$ cat config.mk
export PLATFORM = sky130hd
export DESIGN_NAME = motor_drive_frame_link
export DESIGN_NICKNAME = d
export VERILOG_FILES = /design/src/mdfl_pkg.sv /design/src/mdfl_tx.sv /design/src/mdfl_rx.sv /design/src/motor_drive_frame_link.sv
export SDC_FILE = /design/constraint.sdc
export NUM_CORES = 1
export LEC_CHECK = 0
export BUFFER_PORTS_ARGS = -buffer_cell sky130_fd_sc_hd__buf_2
export CELL_PAD_IN_SITES_DETAIL_PLACEMENT = 1
export CELL_PAD_IN_SITES_GLOBAL_PLACEMENT = 2
export CORE_ASPECT_RATIO = 1.1
export CORE_MARGIN = 1.5
export CORE_UTILIZATION = 26
export CTS_CLUSTER_DIAMETER = 120
export DETAILED_ROUTE_END_ITERATION = 8
export PLACE_DENSITY_LB_ADDON = 0.1
export SYNTH_ARGS = -nofsm -noshare
export SYNTH_HDL_FRONTEND = slang
export SYNTH_SLANG_ARGS = --single-unit
$ cat constraint.sdc
create_clock -name clk -period 4.5 [get_ports clk]
set_input_delay 0.9 -clock clk [delete_from_list [all_inputs] [get_ports clk]]
set_output_delay 0.9 -clock clk [all_outputs]
set_load 0.005 [all_outputs]
$ cat src/mdfl_pkg.sv
// ----------------------------------------------------------------------------
// mdfl_pkg
// Shared types, codes and the CRC-8 step for the motor drive frame link.
// ----------------------------------------------------------------------------
package mdfl_pkg;

    localparam int FRAME_LEN_DEF = 10;
    localparam logic [7:0] CRC_POLY = 8'h8C;
    localparam logic [7:0] OPCODE_RESET = 8'd100;

    localparam int IN_TDATA_W  = 32;
    localparam int IN_TUSER_W  = 2;
    localparam int OUT_TDATA_W = 64;

    typedef enum logic [1:0] {
        FUNC_DRIVE   = 2'd0,
        FUNC_RX_BYTE = 2'd1,
        FUNC_TIMEOUT = 2'd2
    } func_t;

    typedef enum logic [1:0] {
        ST_OK      = 2'd0,
        ST_SHORT   = 2'd1,
        ST_BAD_ID  = 2'd2,
        ST_BAD_CRC = 2'd3
    } status_t;

    localparam logic KIND_TX     = 1'b0;
    localparam logic KIND_STATUS = 1'b1;

    typedef struct packed {
        logic               kind;
        logic [7:0]         tx_byte;
        logic               last;
        logic [1:0]         status;
        logic signed [15:0] current;
        logic signed [15:0] velocity;
        logic [15:0]        position;
    } res_t;

    typedef struct packed {
        logic start;
        logic byte_en;
        logic timeout_en;
    } rx_ctrl_t;

    localparam res_t RES_ZERO = '{default: '0};

    function automatic logic [7:0] crc_feed(input logic [7:0] crc, input logic [7:0] data);
        logic [7:0] c;
        logic [7:0] d;
        c = crc;
        d = data;
        for (int k = 0; k < 8; k++)
        begin
            if ((c[0] ^ d[0]) == 1'b1)
            begin
                c = (c >> 1) ^ CRC_POLY;
            end
            else
            begin
                c = c >> 1;
            end
            d = d >> 1;
        end
        return c;
    endfunction

endpackage

$ cat src/mdfl_tx.sv
// ----------------------------------------------------------------------------
// mdfl_tx
// Drive frame builder: one frame byte per step, running CRC-8 on the fly.
// ----------------------------------------------------------------------------
module mdfl_tx #(
    parameter int FRAME_LEN = mdfl_pkg::FRAME_LEN_DEF
) (
    input  logic               clk,
    input  logic               rst_n,
    input  logic               step_en,
    input  logic [7:0]         motor_id,
    input  logic [15:0]        rpm,
    input  logic [7:0]         opcode,
    output mdfl_pkg::res_t     res,
    output logic               frame_done
);
    import mdfl_pkg::*;

    localparam int TX_W = $clog2(FRAME_LEN);

    logic [TX_W-1:0] idx_reg;
    logic [TX_W-1:0] idx_next;
    logic [7:0]      crc_reg;
    logic [7:0]      crc_next;
    logic [7:0]      frame_byte;

    assign frame_done = (idx_reg == TX_W'(FRAME_LEN - 1));

    always_comb
    begin
        priority if (frame_done)
        begin
            frame_byte = crc_reg;
        end
        else if (idx_reg == TX_W'(0))
        begin
            frame_byte = motor_id;
        end
        else if (idx_reg == TX_W'(1))
        begin
            frame_byte = opcode;
        end
        else if (idx_reg == TX_W'(2))
        begin
            frame_byte = rpm[15:8];
        end
        else if (idx_reg == TX_W'(3))
        begin
            frame_byte = rpm[7:0];
        end
        else
        begin
            frame_byte = 8'h00;
        end
    end

    always_comb
    begin
        res         = RES_ZERO;
        res.kind    = KIND_TX;
        res.tx_byte = frame_byte;
        res.last    = frame_done;
    end

    always_comb
    begin
        idx_next = idx_reg;
        crc_next = crc_reg;
        if (step_en)
        begin
            if (frame_done)
            begin
                idx_next = '0;
                crc_next = '0;
            end
            else
            begin
                idx_next = idx_reg + TX_W'(1);
                crc_next = crc_feed(crc_reg, frame_byte);
            end
        end
    end

    always_ff @(posedge clk or negedge rst_n)
    begin
        if (!rst_n)
        begin
            idx_reg <= '0;
            crc_reg <= '0;
        end
        else
        begin
            idx_reg <= idx_next;
            crc_reg <= crc_next;
        end
    end

endmodule

$ cat src/mdfl_rx.sv
// ----------------------------------------------------------------------------
// mdfl_rx
// Reply receiver: collects reply bytes, checks id and CRC, reports status.
// ----------------------------------------------------------------------------
module mdfl_rx #(
    parameter int FRAME_LEN = mdfl_pkg::FRAME_LEN_DEF
) (
    input  logic                clk,
    input  logic                rst_n,
    input  mdfl_pkg::rx_ctrl_t  ctrl,
    input  logic [7:0]          motor_id,
    input  logic [7:0]          rx_byte,
    output mdfl_pkg::res_t      res,
    output logic                res_valid
);
    import mdfl_pkg::*;

    localparam int CNT_W = ($clog2(FRAME_LEN) > 3) ? $clog2(FRAME_LEN) : 3;

    logic [7:0]       expected_id_reg;
    logic [7:0]       expected_id_next;
    logic             awaiting_reg;
    logic             awaiting_next;
    logic [CNT_W-1:0] count_reg;
    logic [CNT_W-1:0] count_next;
    logic [7:0]       crc_reg;
    logic [7:0]       crc_next;
    logic [7:0]       frame_reg [8];
    logic             frame_end;
    logic             store_en;

    assign frame_end = (count_reg == CNT_W'(FRAME_LEN - 1));
    assign store_en  = ctrl.byte_en && awaiting_reg && !frame_end
                       && ({1'b0, count_reg} < (CNT_W + 1)'(8));

    always_comb
    begin
        res       = RES_ZERO;
        res.kind  = KIND_STATUS;
        res_valid = 1'b0;
        if (ctrl.timeout_en && awaiting_reg)
        begin
            res_valid  = 1'b1;
            res.status = ST_SHORT;
        end
        else if (ctrl.byte_en && awaiting_reg && frame_end)
        begin
            res_valid = 1'b1;
            priority if (frame_reg[0] != expected_id_reg)
            begin
                res.status = ST_BAD_ID;
            end
            else if (rx_byte != crc_reg)
            begin
                res.status = ST_BAD_CRC;
            end
            else
            begin
                res.status   = ST_OK;
                res.current  = {frame_reg[2], frame_reg[3]};
                res.velocity = {frame_reg[5], frame_reg[4]};
                res.position = {frame_reg[6], frame_reg[7]};
            end
        end
    end

    always_comb
    begin
        expected_id_next = expected_id_reg;
        awaiting_next    = awaiting_reg;
        count_next       = count_reg;
        crc_next         = crc_reg;
        priority if (ctrl.start)
        begin
            expected_id_next = motor_id;
            awaiting_next    = 1'b1;
            count_next       = '0;
            crc_next         = '0;
        end
        else if (res_valid)
        begin
            awaiting_next = 1'b0;
            count_next    = '0;
            crc_next      = '0;
        end
        else if (ctrl.byte_en && awaiting_reg)
        begin
            count_next = count_reg + CNT_W'(1);
            crc_next   = crc_feed(crc_reg, rx_byte);
        end
    end

    always_ff @(posedge clk or negedge rst_n)
    begin
        if (!rst_n)
        begin
            expected_id_reg <= '0;
            awaiting_reg    <= 1'b0;
            count_reg       <= '0;
            crc_reg         <= '0;
        end
        else
        begin
            expected_id_reg <= expected_id_next;
            awaiting_reg    <= awaiting_next;
            count_reg       <= count_next;
            crc_reg         <= crc_next;
        end
    end

    always_ff @(posedge clk)
    begin
        if (store_en)
        begin
            frame_reg[count_reg[2:0]] <= rx_byte;
        end
    end

endmodule

$ cat src/motor_drive_frame_link.sv
// Motor drive frame link. Each input transaction is held in an input register
// and handled there; results leave through an output register, so a new input
// enters an empty input register while a finished result waits downstream.
// A drive request holds the input register until the frame builder has sent
// all FRAME_LEN frame bytes (10 by default), one per cycle while the output
// register accepts, the CRC byte last with tlast set. Status results appear
// only on the last reply byte (the tenth by default) or a timeout while a
// reply is pending; other reply bytes produce no output transaction.
// ----------------------------------------------------------------------------
// motor_drive_frame_link
// Top level: stream ports, opcode register, input and output registers.
// ----------------------------------------------------------------------------
module motor_drive_frame_link #(
    parameter int FRAME_LEN = mdfl_pkg::FRAME_LEN_DEF
) (
    input  logic                                clk,
    input  logic                                rst_n,
    input  logic                                cfg_valid,
    output logic                                cfg_ready,
    input  logic [7:0]                          cfg_data,
    input  logic                                s_axis_tvalid,
    output logic                                s_axis_tready,
    // motor_id[7:0], rpm[23:8], rx_byte[31:24]
    input  logic [mdfl_pkg::IN_TDATA_W-1:0]     s_axis_tdata,
    // func[1:0]
    input  logic [mdfl_pkg::IN_TUSER_W-1:0]     s_axis_tuser,
    output logic                                m_axis_tvalid,
    input  logic                                m_axis_tready,
    // tx_byte[7:0], status[9:8], current[25:10], velocity[41:26],
    // position[57:42], zero[63:58]
    output logic [mdfl_pkg::OUT_TDATA_W-1:0]    m_axis_tdata,
    // kind[0]
    output logic                                m_axis_tuser,
    output logic                                m_axis_tlast
);
    import mdfl_pkg::*;

    logic [7:0]  opcode_reg;
    logic        in_valid_reg;
    logic [1:0]  func_reg;
    logic [7:0]  motor_id_reg;
    logic [15:0] rpm_reg;
    logic [7:0]  rx_byte_reg;
    logic        out_valid_reg;
    logic        out_valid_next;
    res_t        out_res_reg;
    res_t        res_sel;
    res_t        tx_res;
    res_t        rx_res;
    logic        rx_res_valid;
    logic        tx_done;
    logic        out_ready;
    logic        step;
    logic        is_drive;
    logic        consume;
    rx_ctrl_t    rx_ctrl;

    assign cfg_ready     = 1'b1;
    assign out_ready     = !out_valid_reg || m_axis_tready;
    assign step          = in_valid_reg && out_ready;
    assign is_drive      = (func_reg == FUNC_DRIVE);
    assign consume       = step && (!is_drive || tx_done);
    assign s_axis_tready = !in_valid_reg || consume;

    assign rx_ctrl.start      = step && is_drive && tx_done;
    assign rx_ctrl.byte_en    = step && (func_reg == FUNC_RX_BYTE);
    assign rx_ctrl.timeout_en = step && (func_reg == FUNC_TIMEOUT);

    mdfl_tx #(
        .FRAME_LEN (FRAME_LEN)
    ) u_tx (
        .clk        (clk),
        .rst_n      (rst_n),
        .step_en    (step && is_drive),
        .motor_id   (motor_id_reg),
        .rpm        (rpm_reg),
        .opcode     (opcode_reg),
        .res        (tx_res),
        .frame_done (tx_done)
    );

    mdfl_rx #(
        .FRAME_LEN (FRAME_LEN)
    ) u_rx (
        .clk       (clk),
        .rst_n     (rst_n),
        .ctrl      (rx_ctrl),
        .motor_id  (motor_id_reg),
        .rx_byte   (rx_byte_reg),
        .res       (rx_res),
        .res_valid (rx_res_valid)
    );

    assign res_sel        = is_drive ? tx_res : rx_res;
    assign out_valid_next = step && (is_drive || rx_res_valid);

    always_ff @(posedge clk or negedge rst_n)
    begin
        if (!rst_n)
        begin
            opcode_reg    <= OPCODE_RESET;
            in_valid_reg  <= 1'b0;
            out_valid_reg <= 1'b0;
        end
        else
        begin
            if (cfg_valid && cfg_ready)
            begin
                opcode_reg <= cfg_data;
            end
            if (s_axis_tready)
            begin
                in_valid_reg <= s_axis_tvalid;
            end
            if (out_ready)
            begin
                out_valid_reg <= out_valid_next;
            end
        end
    end

    // hold payload and output result; load each on its transaction
    always_ff @(posedge clk)
    begin
        if (s_axis_tvalid && s_axis_tready)
        begin
            func_reg     <= s_axis_tuser;
            motor_id_reg <= s_axis_tdata[7:0];
            rpm_reg      <= s_axis_tdata[23:8];
            rx_byte_reg  <= s_axis_tdata[31:24];
        end
        if (out_ready && out_valid_next)
        begin
            out_res_reg <= res_sel;
        end
    end

    assign m_axis_tvalid = out_valid_reg;
    assign m_axis_tuser  = out_res_reg.kind;
    assign m_axis_tlast  = out_res_reg.last;
    assign m_axis_tdata  = {6'b0, out_res_reg.position, out_res_reg.velocity,
                            out_res_reg.current, out_res_reg.status,
                            out_res_reg.tx_byte};

endmodule

### After elaboration in Yosys (flattened, before gate mapping)

Memory sizes are Yosys's and may differ from the RTL's.
Index checks and enable logic that the tools add are counted.

* divide/modulo/power cells: 0
* $lt $le $gt $ge: 1
* shift-type cells: 0
* equality and inequality tests: 9
* add/sub/neg operators: 2
* bitwise gates (word level): 33
* muxes and demuxes: 78
* reductions and logical operators: 28
* multiply operators: 0

Operators by type and width (count)
* $mux 8: 60
* $mux 48: 3
* $mux 60: 1
* $mux 50: 1
* $not 2->3: 16
* $mux 4: 4
* $ne 8x8->1: 2
* $xor 1x1->1: 16
* $logic_and 1x1->1: 14
* $add 4x1->4 const B: 2
* $eq 4x2->1 const B: 2
* $eq 4x4->1 const B: 2
* $mux 1: 6
* $mux 2: 3
* $reduce_or 5->1: 1
* $eq 4x1->1 const B: 1
* $logic_not 1->1: 4
* $logic_not 4->1: 1
* $logic_or 1x1->1: 4
* $lt 4x4->1 const B: 1
* $reduce_bool 3->1: 1
* $reduce_or 3->1: 1
* $eq 2x1->1 const B: 1
* $eq 2x2->1 const B: 1
* other kinds (3): 3

* bits in registers: 137
* ROM bits: 0
* RAM bits: 64
* memories kept: 1
* latch bits: 0

Memories
* u_rx.frame_reg: words 8, width 8, rd ports 7, clocked after memory_dff 0, wr ports 1, RTL line mdfl_rx.sv:28 `logic [7:0] frame_reg [8];`

### Longest topological paths before layout

* depth after elaboration: 45
* mapped depth: 11
* mapped depth without buffers: 8

### Modules after synthesis

From an unflattened synthesis, not the netlist that was laid out.

* cells, all modules: 709
* area total of the unflattened synthesis: 9650.5 sq um

By module, submodules not included
* motor_drive_frame_link: area an instance 4267.8 sq um, cells each 205, times used 1
* mdfl_rx: area an instance 3604.7 sq um, cells each 308, times used 1
* mdfl_tx: area an instance 1778.0 sq um, cells each 196, times used 1

### Worst setup path after synthesis

Ideal clock, no wire load.

* path type: input port to flip-flop
* start: input port m_axis_tready
* end: register out_res_reg (netlist bit m_axis_tdata[0]) (enable)
* path slack: 0.801 ns
* library setup time: 0.419 ns
* data arrival time: 3.280 ns
* cell stages on the path: 6
* cell sequence: nand2b_1 nand3_1 nor3b_1 nand2_1 and2_1 nand2_1

* word-level cells in the longest chain between the ends: 10
* elaborated cells on any way between the ends: 12
* classes of those cells: 2 x mux; 10 x reduce/logical

RTL lines
* start, declared: RTL line motor_drive_frame_link.sv:28 `input logic m_axis_tready,`
* $logic_or 1x1->1 (*): RTL line motor_drive_frame_link.sv:59 `assign out_ready = !out_valid_reg || m_axis_tready;`
* $logic_and 1x1->1: RTL line motor_drive_frame_link.sv:60 `assign step = in_valid_reg && out_ready;`
* $logic_and 1x1->1: RTL line motor_drive_frame_link.sv:66 `assign rx_ctrl.byte_en = step && (func_reg == FUNC_RX_BYTE);`
* $logic_and 1x1->1 (2 in series): RTL line mdfl_rx.sv:46 `else if (ctrl.byte_en && awaiting_reg && frame_end)`
* $mux 1: RTL line mdfl_rx.sv:46
* $mux 1: RTL line mdfl_rx.sv:41 `if (ctrl.timeout_en && awaiting_reg)`
* $logic_or 1x1->1: RTL line motor_drive_frame_link.sv:95 `assign out_valid_next = step && (is_drive || rx_res_valid);`
* $logic_and 1x1->1: RTL line motor_drive_frame_link.sv:95
* $logic_and 1x1->1 (*): RTL line motor_drive_frame_link.sv:132 `if (out_ready && out_valid_next)`
* end signal, assigned: RTL line motor_drive_frame_link.sv:134 `out_res_reg <= res_sel;`
* end, declared: RTL line motor_drive_frame_link.sv:46 `res_t out_res_reg;`

Every way passes the cells marked *; elsewhere a longest branch is shown, timed or not.
A chain may end at the register's enable or synchronous reset.

### Final worst setup path

* start: register u_tx.idx_reg[0]
* end: output port s_axis_tready

* word-level cells in the longest chain between the ends: 4

RTL lines
* start, declared: RTL line mdfl_tx.sv:21 `logic [TX_W-1:0] idx_reg;`
* start signal, assigned: RTL line mdfl_tx.sv:93 `idx_reg <= idx_next;`
* $eq 4x4->1: RTL line mdfl_tx.sv:27 `assign frame_done = (idx_reg == TX_W'(FRAME_LEN - 1));`
* $logic_or 1x1->1: RTL line motor_drive_frame_link.sv:62 `assign consume = step && (!is_drive || tx_done);`
* $logic_and 1x1->1: RTL line motor_drive_frame_link.sv:62
* $logic_or 1x1->1: RTL line motor_drive_frame_link.sv:63 `assign s_axis_tready = !in_valid_reg || consume;`
* end, declared: RTL line motor_drive_frame_link.sv:22 `output logic s_axis_tready,`

Every way passes these cells.

==> results.md <==
* Number of distinct library cell variants in the gate-level netlist after synthesis at around 70
* Worst Setup Start Kind: register
* Count of TritonRoute iterations in the first routing pass at 4
* Sequential area share after synthesis at 70.08%
* Gp weighted congestion at 0.7235
* Family with the most delay on the worst path: simple AND/OR/NAND/NOR gates
* Flip-flop count of the largest register, all copies and words added at 58
* Antenna viol nets, final at 0
* Maximum clock path buffer count at 2
* Reg2reg path depth at 8
* Total detailed-routing wirelength at 18,400 um
* Width of the die at 169.9 um
* Adder and majority gate portion of the synthesized area at 0.3141%
* Fmax achieved at 0.2932 GHz
* Clock sink count at 193
* Utilization after layout at a little under a third
* Run status: complete, no violations
* Cts bufs inserted at 17
* Clock Pin Slew Worst Setup and Hold Paths at about 0.08 ns
* Setup_tns at 0 ns
* Congestion Overflow GR at 0
* Minimum clock period at approximately 3.4 ns
* Antenna violations before repair at 0
* Per-cell via count in the routed design at roughly 4.2
* Maximum level of the CTS H-tree at 4
* Final number of setup-violating endpoints at 0
* Routed wirelength normalized by instance count at about 17 um
* Critical-path maximum fanout at 21
* Share of the synthesized netlist area taken by xor and xnor gates at 6.062%
* Power density over cell area at 592.6 nW/um2
* Setup crit end kind: primary output
* Number of buffer cells added on primary ports at 108
* Detailed-route DRC error count at 0
* Skew-Pair Late Insertion Delay at between 0.4 and 0.5 ns
* Number of DRC markers after the initial detailed-route iteration at 214
* Number of top-level design ports at 116
* YS warnings at 0
* Delay contributed by the slowest stage of the critical path at roughly 0.86 ns
* Fraction of the mapped netlist area in simple logic gates at 11.29%
* Max_slew headroom at a little under half
* Post-CTS Repair Setup Buffers at 0
* Wire length of the first global-routing pass at 28,950 um
* Async S/R FF share, synth at 22.28%
* Worst-case clock skew at approximately 0.0096 ns
* RSZ-0062 raised after global routing: no
* Setup Crit Path Kind: register to primary output
* Cts hold-fix bufs at 0
* Worst-case vdd ir drop at 0.2477 mV
* Vertical extent of the die at between 150 and 200 um
* Max-cap violation count at 0
* Synth Instances at 536
* Floorplan core area at 30,350 um2
* Logic depth of the worst path, buffers included at 5
* Layout area overhead at 20.49%
* Number of nets in the layout at 696
* Cell area after synthesis at 7968 um2
* Power, Total at approximately 5.7 mW
* Compound-cell area share of the yosys netlist at approximately 5.4%
* Fill cell instance count of the final layout at 3,249
* Average instance area after synthesis at 14.87 um2
* Combinational family with the most area after synthesis: simple AND/OR/NAND/NOR gates
* Data arrival at the endpoint of the critical path at between 2 and 3 ns
* Placement row count at 67
* Multiplexer area fraction after synthesis at 4.460%
* CTS Root Cell: sky130_fd_sc_hd__clkbuf_16
* Total Die Area at between 30,000 and 40,000 um2
* Critical path buffers and inverters at 1
* Post-synth EDFFs at 150
* Ratio of cells with drive above 1 in the final layout at around 28%
* Global routing usage summed across all routing layers at about an eighth
* Post-cts gate resize count at 0
* Critical path cell sequence: nor2b_1 -> and2_1 -> o21ai_0 -> nand2_1 -> buf_2
* Slowest cell on the critical path: sky130_fd_sc_hd__dfrtp_1
* Via count of the first global-routing pass at between 4,000 and 5,000
* Starting density of the core at a little over a quarter
* Predominant post-synthesis flop cell: sky130_fd_sc_hd__edfxtp_1
* Number of register bits inferred by synthesis at approximately 190
* Period Utilization, post-route at 75.80%
* Class of the tightest hold or removal check: input port to asynchronous set/reset pin
* Required time reported for the critical path endpoint at approximately 3.6 ns
* Tightest Pin Transition at 0.7839 ns
* Total count of max-transition violations in the final report at 0
* Pin count of the biggest net entering global routing at 54
* Total number of vias at 4,476
* Number of endpoints with negative hold slack in the final report at 0
* Post-detailed-placement half-perimeter wirelength at 13,020 um
* Static leakage at roughly 3.6 nW
* Clock tree from TritonCTS: done
* Diode count at 0
## through the flow
stage | std cells | cell area, um2 | hold WS [ns] | setup slack, ns
final | 1074 | 9600 | 0.3299 | 1.089
after global routing | 1074 | 9600 | 0.3386 | 0.8580
after CTS | 1074 | 9600 | 0.3274 | 1.049
after detailed placement | 1042 | 8981 | 0.4730 | 1.157
after global placement | 1042 | 8981 | 0.4734 | 1.210
after floorplan | 541 | 7986 | 0.4478 | 0.8007
## where the power goes
| part | total, mW | switching, mW | internal [mW] |
|---|---|---|---|
| combinational | 1.64 | 0.857 | 0.781 |
| clock | 1.60 | 0.750 | 0.851 |
| sequential | 2.45 | 0.272 | 2.18 |
| total | 5.69 | 1.88 | 3.81 |
## cells in the final DEF, fill, tap and decap left out, types with 3 or more instances in the layout
cell                        count
sky130_fd_sc_hd__a21o_1         3
sky130_fd_sc_hd__a21oi_1       13
sky130_fd_sc_hd__a22o_1         7
sky130_fd_sc_hd__and2_1        54
sky130_fd_sc_hd__and3_1         3
sky130_fd_sc_hd__buf_2        108
sky130_fd_sc_hd__buf_4          9
sky130_fd_sc_hd__clkbuf_16     17
sky130_fd_sc_hd__clkinv_8       3
sky130_fd_sc_hd__conb_1         7
sky130_fd_sc_hd__dfrtp_1       40
sky130_fd_sc_hd__dfstp_2        3
sky130_fd_sc_hd__edfxtp_1     150
sky130_fd_sc_hd__inv_1          5
sky130_fd_sc_hd__inv_6          4
sky130_fd_sc_hd__inv_8          3
sky130_fd_sc_hd__mux2_2        19
sky130_fd_sc_hd__nand2_1       25
sky130_fd_sc_hd__nand3_1        9
sky130_fd_sc_hd__nand3b_1       3
sky130_fd_sc_hd__nand4_1        5
sky130_fd_sc_hd__nor2_1        29
sky130_fd_sc_hd__nor3_1         6
sky130_fd_sc_hd__nor3b_1        7
sky130_fd_sc_hd__o21ai_0       14
sky130_fd_sc_hd__or3_1          3
sky130_fd_sc_hd__xnor2_1       34
sky130_fd_sc_hd__xor2_1        16
## layer usage
metal / up-vias / part of all wire (%) / wire, um / global-route usage (%)
met3: 19 / 3.9 / 725 / 2.694
met4: 0 / 1.7 / 314 / 4.459
met1: 2196 / 48 / 8889 / 16.38
met5: - / 0 / 0 / 0
met2: 107 / 46 / 8470 / 19.40
li1: 2154 / - / - / -
## cell families (layout without fill, tap and decap cells)
family                     count (synthesis)  after routing
DFF                                      193            193
and+or+nand+nor                          163            163
AOI/OAI and AO/OA                         61             61
xor gates and xnor gates                  52             52
buffers and inverters                     37            156
muxes                                     26             26
adders and majority gates                  2              2
other                                      2              7
## synth_stat cells (3+ instances only)
master,number,area [um2]
sky130_fd_sc_hd__o21ai_0,14,70.07
sky130_fd_sc_hd__buf_4,7,52.55
sky130_fd_sc_hd__clkbuf_1,15,56.30
sky130_fd_sc_hd__nand4_1,5,31.28
sky130_fd_sc_hd__dfstp_2,3,78.83
sky130_fd_sc_hd__dfrtp_1,40,1001
sky130_fd_sc_hd__and3_1,3,18.77
sky130_fd_sc_hd__nand3b_1,3,22.52
sky130_fd_sc_hd__buf_2,6,30.03
sky130_fd_sc_hd__and2_1,54,337.8
sky130_fd_sc_hd__a22o_1,7,61.31
sky130_fd_sc_hd__a21oi_1,13,65.06
sky130_fd_sc_hd__or3_1,3,18.77
sky130_fd_sc_hd__mux2_2,19,214.0
sky130_fd_sc_hd__edfxtp_1,150,4504
sky130_fd_sc_hd__nor3b_1,7,52.55
sky130_fd_sc_hd__nand3_1,9,45.04
sky130_fd_sc_hd__xnor2_1,34,297.8
sky130_fd_sc_hd__nor2_1,29,108.9
sky130_fd_sc_hd__a21o_1,3,22.52
sky130_fd_sc_hd__inv_1,5,18.77
sky130_fd_sc_hd__xor2_1,16,140.1
sky130_fd_sc_hd__nand2_1,26,97.59
sky130_fd_sc_hd__nor3_1,7,35.03
## cell type report
cell class              instances  area (um2)  area share (%)
flip-flops and latches        193        5584           58.17
multi-input cells             311        2228           23.21
repair buffers                118       628.1           6.542
well taps                     414       518.0           5.396
clock buffers                  18       429.2           4.470
clock inverters                14       190.2           1.981
inverters                       6       22.52          0.2346
## worst paths after layout
path / start / end / slack (ns)
worst max-delay path: u_tx.idx_reg[0] / s_axis_tready / 1.09
worst min-delay path: rst_n / opcode_reg[3] / 0.33
worst max register to register: u_tx.idx_reg[0] / u_tx.crc_reg[7] / 1.16
worst min register to register: u_rx.awaiting_reg / u_rx.awaiting_reg / 0.49
max in group asynchronous: rst_n / u_rx.expected_id_reg[3] / 3.38
min in group clk: u_rx.awaiting_reg / u_rx.awaiting_reg / 0.49
(Power assumes the default switching activity.)
